[src/rtl/deq_pkg.sv]
`default_nettype none

package deq_pkg;

   // Command codes carried in the request word
   localparam logic [2:0] CMD_PUSH_BACK  = 3'd0;
   localparam logic [2:0] CMD_PUSH_FRONT = 3'd1;
   localparam logic [2:0] CMD_POP_BACK   = 3'd2;
   localparam logic [2:0] CMD_POP_FRONT  = 3'd3;
   localparam logic [2:0] CMD_CLEAR      = 3'd4;
   localparam logic [2:0] CMD_PEEK       = 3'd5;

   // Status codes returned in the response word
   localparam logic [1:0] STATUS_DONE      = 2'd0;
   localparam logic [1:0] STATUS_POP_EMPTY = 2'd1;
   localparam logic [1:0] STATUS_PUSH_FULL = 2'd2;

   typedef struct packed {
      logic [2:0]         command;
      logic signed [31:0] value;
   } req_type;

   typedef struct packed {
      logic signed [31:0] front_value;
      logic signed [31:0] back_value;
      logic               ends_valid;
      logic [6:0]         element_count;
      logic [1:0]         status;
   } rsp_type;

   typedef enum logic [1:0] {
      ST_IDLE,
      ST_READ,
      ST_SEND
   } state_type;

   // Controller to datapath commands
   typedef struct packed {
      logic exec;   // apply the accepted request to head, count and store
      logic load;   // capture both end slots from the store
   } ctrl_cmd_type;

endpackage

`default_nettype wire

[src/rtl/double_ended_queue.sv]
// Bounded double-ended queue of signed words held in a ring store.
//
// Request channel (req_valid / req_stall / req_data): each word carries a
// command (push back, push front, pop back, pop front, clear, peek; unused
// codes act as peek) and a value used by the pushes.
// Response channel (rsp_valid / rsp_stall / rsp_data): exactly one word per
// request, with the front and back values, an ends-valid flag, the element
// count and a status (done, pop on empty ignored, push on full ignored).
//
// An accepted command updates head, count and the written slot; the read
// state then reads both end slots from the store, which has a registered
// read, and the send state offers the response. The next request is taken
// in the same cycle that the pending response is taken.
// Reset empties the queue (head and count to zero); slot contents are not
// cleared and no clearing pass is needed. While the receiver stalls, the
// response holds and no new request is taken.

`default_nettype none

module double_ended_queue #(
   parameter int CAPACITY   = 64,
   parameter int DATA_WIDTH = 32
) (
   input  wire logic             clock,
   input  wire logic             reset,
   input  wire logic             req_valid,
   output logic                  req_stall,
   input  wire deq_pkg::req_type req_data,
   output logic                  rsp_valid,
   input  wire logic             rsp_stall,
   output deq_pkg::rsp_type      rsp_data
);

   deq_pkg::ctrl_cmd_type cmd;

   // sequence accept, read and send
   deq_ctrl u_ctrl (
      .clock     (clock),
      .reset     (reset),
      .req_valid (req_valid),
      .req_stall (req_stall),
      .rsp_valid (rsp_valid),
      .rsp_stall (rsp_stall),
      .cmd       (cmd)
   );

   // hold head, count, status and the ring store
   deq_dp #(
      .CAPACITY   (CAPACITY),
      .DATA_WIDTH (DATA_WIDTH)
   ) u_dp (
      .clock    (clock),
      .reset    (reset),
      .cmd      (cmd),
      .req_data (req_data),
      .rsp_data (rsp_data)
   );

   // every accepted word is followed by a response once the read state has passed
   a_resp_follows: assert property (@(posedge clock) disable iff (reset)
      (req_valid && !req_stall) |=> ##1 rsp_valid)
      else $error("response missing after accepted request");

endmodule

`default_nettype wire

[src/rtl/deq_ram.sv]
`default_nettype none

module deq_ram #(
   parameter int WIDTH = 32,
   parameter int DEPTH = 64
) (
   input  wire logic                     clock,
   input  wire logic                     wr_en,
   input  wire logic [$clog2(DEPTH)-1:0] wr_addr,
   input  wire logic [WIDTH-1:0]         wr_data,
   input  wire logic                     rd_en,
   input  wire logic [$clog2(DEPTH)-1:0] rd_addr_a,
   input  wire logic [$clog2(DEPTH)-1:0] rd_addr_b,
   output logic      [WIDTH-1:0]         rd_data_a,
   output logic      [WIDTH-1:0]         rd_data_b
);

   logic [WIDTH-1:0] mem_ff [DEPTH];
   logic [WIDTH-1:0] rd_a_ff;
   logic [WIDTH-1:0] rd_b_ff;

   always_ff @(posedge clock) begin
      if (wr_en) begin
         mem_ff[wr_addr] <= wr_data;
      end
      if (rd_en) begin
         rd_a_ff <= mem_ff[rd_addr_a];
         rd_b_ff <= mem_ff[rd_addr_b];
      end
   end

   assign rd_data_a = rd_a_ff;
   assign rd_data_b = rd_b_ff;

endmodule

`default_nettype wire

[src/rtl/deq_ctrl.sv]
`default_nettype none

module deq_ctrl (
   input  wire logic          clock,
   input  wire logic          reset,
   input  wire logic          req_valid,
   output logic               req_stall,
   output logic               rsp_valid,
   input  wire logic          rsp_stall,
   output deq_pkg::ctrl_cmd_type cmd
);

   deq_pkg::state_type state_ff;
   deq_pkg::state_type state_in;
   logic               accept;

   // Take a new word when idle, or when the pending result leaves this cycle
   always_comb begin
      req_stall = 1'b1;
      rsp_valid = 1'b0;
      cmd.load  = 1'b0;
      case (state_ff)
         deq_pkg::ST_IDLE: begin
            req_stall = 1'b0;
         end
         deq_pkg::ST_READ: begin
            cmd.load = 1'b1;
         end
         deq_pkg::ST_SEND: begin
            rsp_valid = 1'b1;
            req_stall = rsp_stall;
         end
         default: begin
            req_stall = 1'b1;
         end
      endcase
      cmd.exec = req_valid && !req_stall;
   end

   assign accept = req_valid && !req_stall;

   always_comb begin
      state_in = state_ff;
      case (state_ff)
         deq_pkg::ST_IDLE: begin
            if (accept) state_in = deq_pkg::ST_READ;
         end
         deq_pkg::ST_READ: begin
            state_in = deq_pkg::ST_SEND;
         end
         deq_pkg::ST_SEND: begin
            if (!rsp_stall) state_in = accept ? deq_pkg::ST_READ : deq_pkg::ST_IDLE;
         end
         default: begin
            state_in = deq_pkg::ST_IDLE;
         end
      endcase
   end

   always_ff @(posedge clock) begin
      if (reset) begin
         state_ff <= deq_pkg::ST_IDLE;
      end else begin
         state_ff <= state_in;
      end
   end

   // a stalled result must stay in the send state
   a_send_holds: assert property (@(posedge clock) disable iff (reset)
      (rsp_valid && rsp_stall) |=> (state_ff == deq_pkg::ST_SEND))
      else $error("result dropped while stalled");

endmodule

`default_nettype wire

[src/rtl/deq_dp.sv]
`default_nettype none

module deq_dp #(
   parameter int CAPACITY   = 64,
   parameter int DATA_WIDTH = 32
) (
   input  wire logic                 clock,
   input  wire logic                 reset,
   input  wire deq_pkg::ctrl_cmd_type cmd,
   input  wire deq_pkg::req_type     req_data,
   output deq_pkg::rsp_type          rsp_data
);

   localparam int AW = $clog2(CAPACITY);
   localparam int CW = $clog2(CAPACITY + 1);

   logic [AW-1:0] head_ff,   head_in;
   logic [CW-1:0] count_ff,  count_in;
   logic [1:0]    status_ff, status_in;

   logic          full, empty;
   logic [AW-1:0] head_inc, head_dec;
   logic [AW:0]   tail_sum, back_sum;
   logic [AW-1:0] tail_addr, back_addr;

   logic                  wr_en;
   logic [AW-1:0]         wr_addr;
   logic [63:0]           value_wide;
   logic [DATA_WIDTH-1:0] wr_data;
   logic [DATA_WIDTH-1:0] front_q, back_q;
   logic signed [DATA_WIDTH-1:0] front_s, back_s;
   logic [63:0]           front_ext, back_ext;

   assign full  = (count_ff == CW'(CAPACITY));
   assign empty = (count_ff == '0);

   assign head_inc = (head_ff == AW'(CAPACITY - 1)) ? '0 : head_ff + 1'b1;
   assign head_dec = (head_ff == '0) ? AW'(CAPACITY - 1) : head_ff - 1'b1;

   // slot just past the back, used by push back
   assign tail_sum  = {1'b0, head_ff} + (AW+1)'(count_ff);
   assign tail_addr = (tail_sum >= (AW+1)'(CAPACITY)) ?
                      AW'(tail_sum - (AW+1)'(CAPACITY)) : AW'(tail_sum);

   // slot of the back element; junk when empty, then masked at the output
   assign back_sum  = tail_sum - 1'b1;
   assign back_addr = (back_sum >= (AW+1)'(CAPACITY)) ?
                      AW'(back_sum - (AW+1)'(CAPACITY)) : AW'(back_sum);

   assign value_wide = 64'($unsigned(req_data.value));
   assign wr_data    = value_wide[DATA_WIDTH-1:0];

   always_comb begin
      head_in   = head_ff;
      count_in  = count_ff;
      status_in = status_ff;
      wr_en     = 1'b0;
      wr_addr   = tail_addr;
      if (cmd.exec) begin
         status_in = deq_pkg::STATUS_DONE;
         case (req_data.command)
            deq_pkg::CMD_PUSH_BACK: begin
               if (full) begin
                  status_in = deq_pkg::STATUS_PUSH_FULL;
               end else begin
                  wr_en    = 1'b1;
                  count_in = count_ff + 1'b1;
               end
            end
            deq_pkg::CMD_PUSH_FRONT: begin
               if (full) begin
                  status_in = deq_pkg::STATUS_PUSH_FULL;
               end else begin
                  wr_en    = 1'b1;
                  wr_addr  = head_dec;
                  head_in  = head_dec;
                  count_in = count_ff + 1'b1;
               end
            end
            deq_pkg::CMD_POP_BACK: begin
               if (empty) status_in = deq_pkg::STATUS_POP_EMPTY;
               else       count_in  = count_ff - 1'b1;
            end
            deq_pkg::CMD_POP_FRONT: begin
               if (empty) begin
                  status_in = deq_pkg::STATUS_POP_EMPTY;
               end else begin
                  head_in  = head_inc;
                  count_in = count_ff - 1'b1;
               end
            end
            deq_pkg::CMD_CLEAR: begin
               head_in  = '0;
               count_in = '0;
            end
            default: begin
               status_in = deq_pkg::STATUS_DONE;
            end
         endcase
      end
   end

   always_ff @(posedge clock) begin
      if (reset) begin
         head_ff   <= '0;
         count_ff  <= '0;
         status_ff <= deq_pkg::STATUS_DONE;
      end else begin
         head_ff   <= head_in;
         count_ff  <= count_in;
         status_ff <= status_in;
      end
   end

   deq_ram #(
      .WIDTH (DATA_WIDTH),
      .DEPTH (CAPACITY)
   ) u_ram (
      .clock     (clock),
      .wr_en     (wr_en),
      .wr_addr   (wr_addr),
      .wr_data   (wr_data),
      .rd_en     (cmd.load),
      .rd_addr_a (head_ff),
      .rd_addr_b (back_addr),
      .rd_data_a (front_q),
      .rd_data_b (back_q)
   );

   assign front_s   = front_q;
   assign back_s    = back_q;
   assign front_ext = 64'(front_s);
   assign back_ext  = 64'(back_s);

   always_comb begin
      rsp_data.ends_valid    = !empty;
      rsp_data.element_count = 7'(count_ff);
      rsp_data.status        = status_ff;
      rsp_data.front_value   = empty ? '0 : front_ext[31:0];
      rsp_data.back_value    = empty ? '0 : back_ext[31:0];
   end

   a_count_bound: assert property (@(posedge clock) disable iff (reset)
      (count_ff <= CW'(CAPACITY)) && (head_ff <= AW'(CAPACITY - 1)))
      else $error("count or head out of range");

   a_reject_keeps: assert property (@(posedge clock) disable iff (reset)
      (cmd.exec && (status_in != deq_pkg::STATUS_DONE)) |=>
      ($stable(count_ff) && $stable(head_ff)))
      else $error("rejected command changed the queue");

endmodule

`default_nettype wire
[config.mk]
export PLATFORM = sky130hd
export DESIGN_NAME = double_ended_queue
export DESIGN_NICKNAME = d
export VERILOG_FILES = /design/src/rtl/deq_pkg.sv /design/src/rtl/double_ended_queue.sv /design/src/rtl/deq_ram.sv /design/src/rtl/deq_ctrl.sv /design/src/rtl/deq_dp.sv
export SDC_FILE = /design/constraint.sdc
export NUM_CORES = 2
export LEC_CHECK = 0
export BUFFER_PORTS_ARGS = -buffer_cell sky130_fd_sc_hd__buf_2
export CORE_MARGIN = 3
export CORE_UTILIZATION = 52
export CTS_BUF_LIST = sky130_fd_sc_hd__clkbuf_4 sky130_fd_sc_hd__clkbuf_8
export CTS_CLUSTER_SIZE = 12
export DETAILED_ROUTE_END_ITERATION = 10
export PLACE_DENSITY_LB_ADDON = 0.08
export SETUP_SLACK_MARGIN = 0.02
export SLEW_MARGIN = 20
export SYNTH_ARGS = -nofsm -noshare
export SYNTH_HDL_FRONTEND = slang
export SYNTH_SLANG_ARGS = --single-unit
[constraint.sdc]
create_clock -name clock -period 3.89 [get_ports clock]
set_input_delay 0.778 -clock clock [delete_from_list [all_inputs] [get_ports clock]]
set_output_delay 0.778 -clock clock [all_outputs]
set_load 0.01 [all_outputs]
# Word level (Yosys, flattened, before mapping)
# Memory sizes are Yosys's and may differ from the RTL's. A register that Yosys moved wholly into a read port is not among the register bits.
# Cells that the tools add are included.
[word_totals]
ff_bits = 17
ramBits = 2048
in_bits = 39
output_inout_bits = 76
wordCells = 73
n_memories = 1
[op_classes]
addsub = 8
n_lt_le_gt_ge = 2
eq_ne = 14
muxes = 30
reduce_logical = 14
[mem_list]
columns = ["memory", "words", "width", "rd", "rd_ports_with_merged_regs", "wr", "line", "text"]
rows = [
  ["u_dp.u_ram.mem_ff", 64, 32, 2, 2, 1, "deq_ram.sv:18", "logic [WIDTH-1:0] mem_ff [DEPTH];"],
]
[ops]
columns = ["cell", "count"]
rows = [
  ["2-to-1 mux 32 bit", 2],
  ["2-to-1 mux 6 bit", 9],
  ["case mux 7 bit (3 select lines)", 1],
  ["case mux 6 bit (3 select lines)", 1],
  ["subtractor 6 x 1 -> 6 bit (second input constant)", 3],
  ["greater-or-equal comparator 7 bit (second input constant)", 2],
  ["2-to-1 mux 7 bit", 2],
  ["subtractor 7 x 1 -> 7 bit (second input constant)", 2],
  ["inequality test 2 bit (second input constant)", 5],
  ["2-to-1 mux 1 bit", 9],
  ["AND reduction 4 bit", 2],
  ["adder 6 x 7 -> 7 bit", 1],
  ["adder 7 x 1 -> 7 bit (second input constant)", 1],
  ["equality test 7 bit (second input constant)", 1],
  ["zero test 7 bit", 1],
  ["adder 6 x 1 -> 6 bit (second input constant)", 1],
  ["equality test 3 x 2 -> 1 bit (second input constant)", 2],
  ["equality test 6 bit (second input constant)", 1],
  ["zero test 6 bit", 1],
  ["2-to-1 mux 2 bit", 3],
  ["case mux 2 bit (3 select lines)", 1],
  ["nonzero test 3 bit", 2],
  ["case mux 2 bit (2 select lines)", 1],
  ["OR reduction 2 bit", 2],
  ["other kinds (11)", 12],
]

# Logic depth before layout (Yosys ltp)
[depth]
word_depth = 7
mapped_depth = 16
ltp_nobuf = 10

# Cells and area by module
# Synthesis repeated with hierarchy kept, for this count alone.
[unflattened]
cells_unflattened = 4704
area_unflattened_um2 = 98479.4
[by_module_without_submodules]
columns = ["module", "instances", "cells_each", "area_each_um2"]
rows = [
  ["deq_ram", 1, 4412, 96301.1],
  ["deq_dp", 1, 279, 2059.5],
  ["deq_ctrl", 1, 13, 118.9],
]

# Worst setup path before layout
# Ideal clock, no wire load.
[synth_path]
kind = "register -> register"
start = "register u_dp.head_ff[1]"
end = "memory u_dp.u_ram.mem_ff[10][0], enable pin"
t_arrival_ns = 3.891
required_time_ns = 3.469
setup_slack_ns = -0.422
path_stages_with_launch = 14
path_buffers = 5
period_less_slack_ns = 4.312
cell_sequence = "dfxtp_1 > buf_2 > buf_4 > buf_2 > buf_2 > buf_2 > inv_1 > ha_1 > a21oi_1 > nor3_1 > o21ai_0 > nor2b_1 > a22oi_1 > nor2_1"
[synth_between]
elab_chain_len = 6
[synth_lines]
columns = ["item", "line", "text"]
rows = [
  ["from (decl)", "deq_dp.sv:17", "logic [AW-1:0] head_ff, head_in;"],
  ["from (signal assigned)", "deq_dp.sv:109", "head_ff <= head_in;"],
  ["adder 6 x 7 -> 7 bit", "deq_dp.sv:41", "assign tail_sum = {1'b0, head_ff} + (AW+1)'(count_ff);"],
  ["subtractor 6 x 1 -> 6 bit / greater-or-equal comparator 7 bit (equally long branches)", "deq_dp.sv:43, deq_dp.sv:42", ""],
  ["2-to-1 mux 6 bit", "deq_dp.sv:42", "assign tail_addr = (tail_sum >= (AW+1)'(CAPACITY)) ?"],
  ["2-to-1 mux 6 bit", "deq_dp.sv:71", "if (full) begin"],
  ["2-to-1 mux 6 bit", "deq_dp.sv:61", "case (req_data.command)"],
  ["2-to-1 mux 6 bit *", "deq_dp.sv:59", "if (cmd.exec) begin"],
  ["to (decl)", "deq_ram.sv:18", ""],
]
# Mark *: on every way between the ends. The rest lies on a longest branch, timed or not.

# Worst setup path after layout
[layout_path]
start = "register u_dp.count_ff[0]"
end = "register u_dp.u_ram.rd_b_ff[19], in the netlist u_dp.u_ram.rd_data_b[19], read port of u_dp.u_ram.mem_ff, data pin"
[layout_between]
elab_chain_len = 4
[layout_lines]
columns = ["item", "line", "text"]
rows = [
  ["from (decl)", "deq_dp.sv:18", "logic [CW-1:0] count_ff, count_in;"],
  ["from (signal assigned)", "deq_dp.sv:110", "count_ff <= count_in;"],
  ["adder 6 x 7 -> 7 bit *", "deq_dp.sv:41", ""],
  ["subtractor 7 x 1 -> 7 bit *", "deq_dp.sv:46", "assign back_sum = tail_sum - 1'b1;"],
  ["subtractor 6 x 1 -> 6 bit / greater-or-equal comparator 7 bit (equally long branches)", "deq_dp.sv:48, deq_dp.sv:47", ""],
  ["2-to-1 mux 6 bit *", "deq_dp.sv:47", "assign back_addr = (back_sum >= (AW+1)'(CAPACITY)) ?"],
  ["to (decl)", "deq_ram.sv:20", "logic [WIDTH-1:0] rd_b_ff;"],
]
# Marks and branches as above.
# A chain may end at the register's enable or synchronous reset.

==> reports/qor.yml <==
synth_ff_type: "edfxtp_1"
cp_max_fo: 34
nNetsFinal: 5271
path_depth: 11
mappedNetlistArea_um2: 98700
htreeDepth: 5
whs_ps: 109
worst-setup-path-type: "flop to flop"
r2r_slack_ps: 110
pwr-share-seq_pct: 44.0
reg2reg_to: "u_dp.u_ram.rd_data_b[19]"
ys_ff_latch: 2129
ys_seq_area_share_pct: 64.6
status: "finished clean"
async_flop_share_pct: 0
worst_path_largest_cell_delay_ps: 580
rows: 159
relSlewSlack_pct: 25.8
netlist.area_leader.share_pct: 64.2
p_int_uw: 41700
dieHeight_um: 442
worstSetupStartpoint: "u_dp.count_ff[0]"
grt.overflow.total: 0
postRouteAntennaNets: 0
drtPass1Iterations: 5
clk-insertion-delay-late_ps: 1090
path_cells: "ha_4 > fa_1 > inv_1 > ha_4 > buf_12 > buf_12 > mux4_2 > mux2i_1 > a211oi_1 > a311oi_1 > a31oi_1"
grt_start_max_net_pins: 130
netlist_instances: 4809
worstPathRequired_ps: 4680
syn_to_final_growth_pct: 13.8
wirelength_um: 321000
drive_gt1_share_pct: 40.9
grt_first_pass_wirelength_um: 450000
vias: 57600
max_freq_ghz: 0.264
syn_avg_cell_area_um2: 20.5
synth_area_leaders: "edfxtp_1 (64%), mux4_2 (27%), nand2_1 (1.4%), mux2i_1 (1.3%), buf_2 (0.76%)"
synth_commonest_cells: "edfxtp_1 (2112), mux4_2 (1176), nand2_1 (369), clkbuf_1 (161), buf_2 (150)"
synth-edff-count: 2112
max-vdd-ir-drop_v: 0.000384
place_area_um2: 105000
dieArea_um2: 195000
worst_setup_path_end_kind: "flop"
synth.distinct_cells: 59
dp_slack_ps: 80.9
crit_end: "u_dp.u_ram.rd_data_b[19]"
crit_family: "adder cells"
routed_via_density: 7.19
reg2reg_depth: 11
setup_ws_ps: 105
hold_viol: 0
critPathBufInv: 3
drv_slew: 0
ys_warn_count: 0
r2r-start: "u_dp.count_ff[0]"
numPortBuffers: 114
wl_per_cell_um: 40.1
dieWidth_um: 442
swShare_pct: 28.8
min_period_ps: 3780
grt_antenna_before_repair: 26
core_area_um2: 188000
hp-class: "input port to flop"
powerDensity_nw_per_um2: 521
drc: 0
cts_tree: "built"
cts_root_buffer: "clkbuf_8"
switching_power_uw: 16800
comb_power_share_pct: 22.7
power_frac_clock_pct: 33.3
placed_cells: 7334
hpwl_um: 188000
total_leakage_power_uw: 0.0347
io_pins: 115
clkSlewWorstSetupHoldPaths_ps: 60
cts_buffer_depth: 4
fin_cells: 8006
tightest_slew_ps: 1110
design_area_um2: 112000
gp_congestion: 0.836
drv_cap: 0
drtIter0Drc: 7892
syn-num-nets: 4864
setup_viol: 0
start_util_pct: 52.5
rsz0062_at_grt: "no"
synth_most_common_cell: "edfxtp_1"
yosysTopAreaCell: "edfxtp_1"
min_period_over_period_pct: 97.3
arrival_ps: 4570
track_usage_pct: 33.0
startpoint_type: "flop"
slowest_stage: "fa_1"
skew_ps: 79.5
cts_made_buffers: 368
grt_pass1_vias: 56800
clock_sinks: 2129
placed cells by master (no fill, tap or decap), types with 41 or more instances in the layout:
master and count:
nand2_1 369, clkbuf_4 126, clkbuf_8 373, and3_1 65, buf_2 100, nor2_4 65
edfxtp_1 2112, mux2i_1 132, buf_4 169, buf_12 138, clkinv_1 81, nand3_1 46
nor2_1 41, nor2b_1 73, mux4_2 1176
power groups by stage:
stage / clock [uW] / combinational, uW / sequential (uW)
2_1_floorplan: 0 / 8130 / 26000
3_3_place_gp: 0 / 13200 / 26200
3_5_place_dp: 0 / 13200 / 26200
4_1_cts: 19800 / 13200 / 25700
5_1_grt: 20900 / 14000 / 25700
6_report: 19500 / 13300 / 25800
area by class of cell:
| class | instances | area, um2 |
|---|---|---|
| Inverter | 19 | 71.3 |
| Multi-Input combinational cell | 2288 | 33800 |
| Tap cell | 2495 | 3120 |
| Timing Repair Buffer | 410 | 4560 |
| Clock buffer | 499 | 6080 |
| Sequential cell | 2129 | 63800 |
| Fill cell | 13700 | 75900 |
| Antenna cell | 31 | 77.6 |
| Clock inverter | 135 | 776 |
cells by family (layout without fill, tap and decap cells):
logic type      Yosys count  after routing  share of synthesized area (%)
simple gates            694            694                           3.14
mux                    1318           1318                           28.3
xor+xnor                 16             16                          0.172
other cells               0             31                              0
flops                  2129           2129                           64.6
buf+inv                 392           1063                           1.77
fa+ha+maj                16             16                          0.218
compound gates          244            244                           1.83
stage by stage:
step	power (uW)	setup TNS [ps]	util (%)
6_report	58500	0	59.7
5_1_grt	60600	0	59.6
4_1_cts	58800	0	59.6
3_5_place_dp	39400	0	55.9
3_3_place_gp	39400	0	55.9
2_1_floorplan	34100	-716450	-
worst register-to-register path: cells and delay by family, from the launching register on:
family	cells	cell delay, ps
adders and majority gates	3	1140
AOI/OAI and AO/OA	3	760
muxes	2	640
buffers and inverters	3	570
DFF	1	370
registers in the layout (all words and copies together) (netlist names):
| register | count |
|---|---|
| u_dp.u_ram.mem_ff | 2048 |
| u_dp.u_ram.rd_data_a | 32 |
| u_dp.u_ram.rd_data_b | 32 |
| u_dp.count_ff | 7 |
| u_dp.head_ff | 6 |
| u_ctrl.state_ff | 2 |
| u_dp.status_ff | 2 |
how the worst min path moves through the flow:
| stage | from | to | slack [ps] | cells past startpoint |
|---|---|---|---|---|
| finish | req_data[33] | u_dp.status_ff[1] | 110 | 4 |
| global route | req_data[3] | u_dp.u_ram.mem_ff[25][3] | 90 | 1 |
| CTS | req_data[33] | u_dp.status_ff[1] | 10 | 4 |
| detailed placement | u_dp.status_ff[0] | u_dp.status_ff[0] | 450 | 2 |
| global placement | u_dp.status_ff[0] | u_dp.status_ff[0] | 440 | 2 |
| floorplan | u_dp.status_ff[0] | u_dp.status_ff[0] | 470 | 2 |
metal layers:
metal | track usage (%) | vias up | wire length, um
li1 | - | 21700 | -
met4 | 13.4 | 12 | 14900
met1 | 45.9 | 30900 | 119000
met5 | 0 | - | 85
met2 | 51.5 | 4275 | 152000
met3 | 7.33 | 739 | 34900
repair_timing:
item                                    in CTS  in global routing
pin swaps                                    1                  0
endpoints found under the setup margin      39                  3
hold endpoints to repair                     8                  0
gates resized for setup                      1                  3
hold buffers                                 3                  0
buffers inserted                             3                  0
No activity file was read; power rests on OpenSTA's default activity.
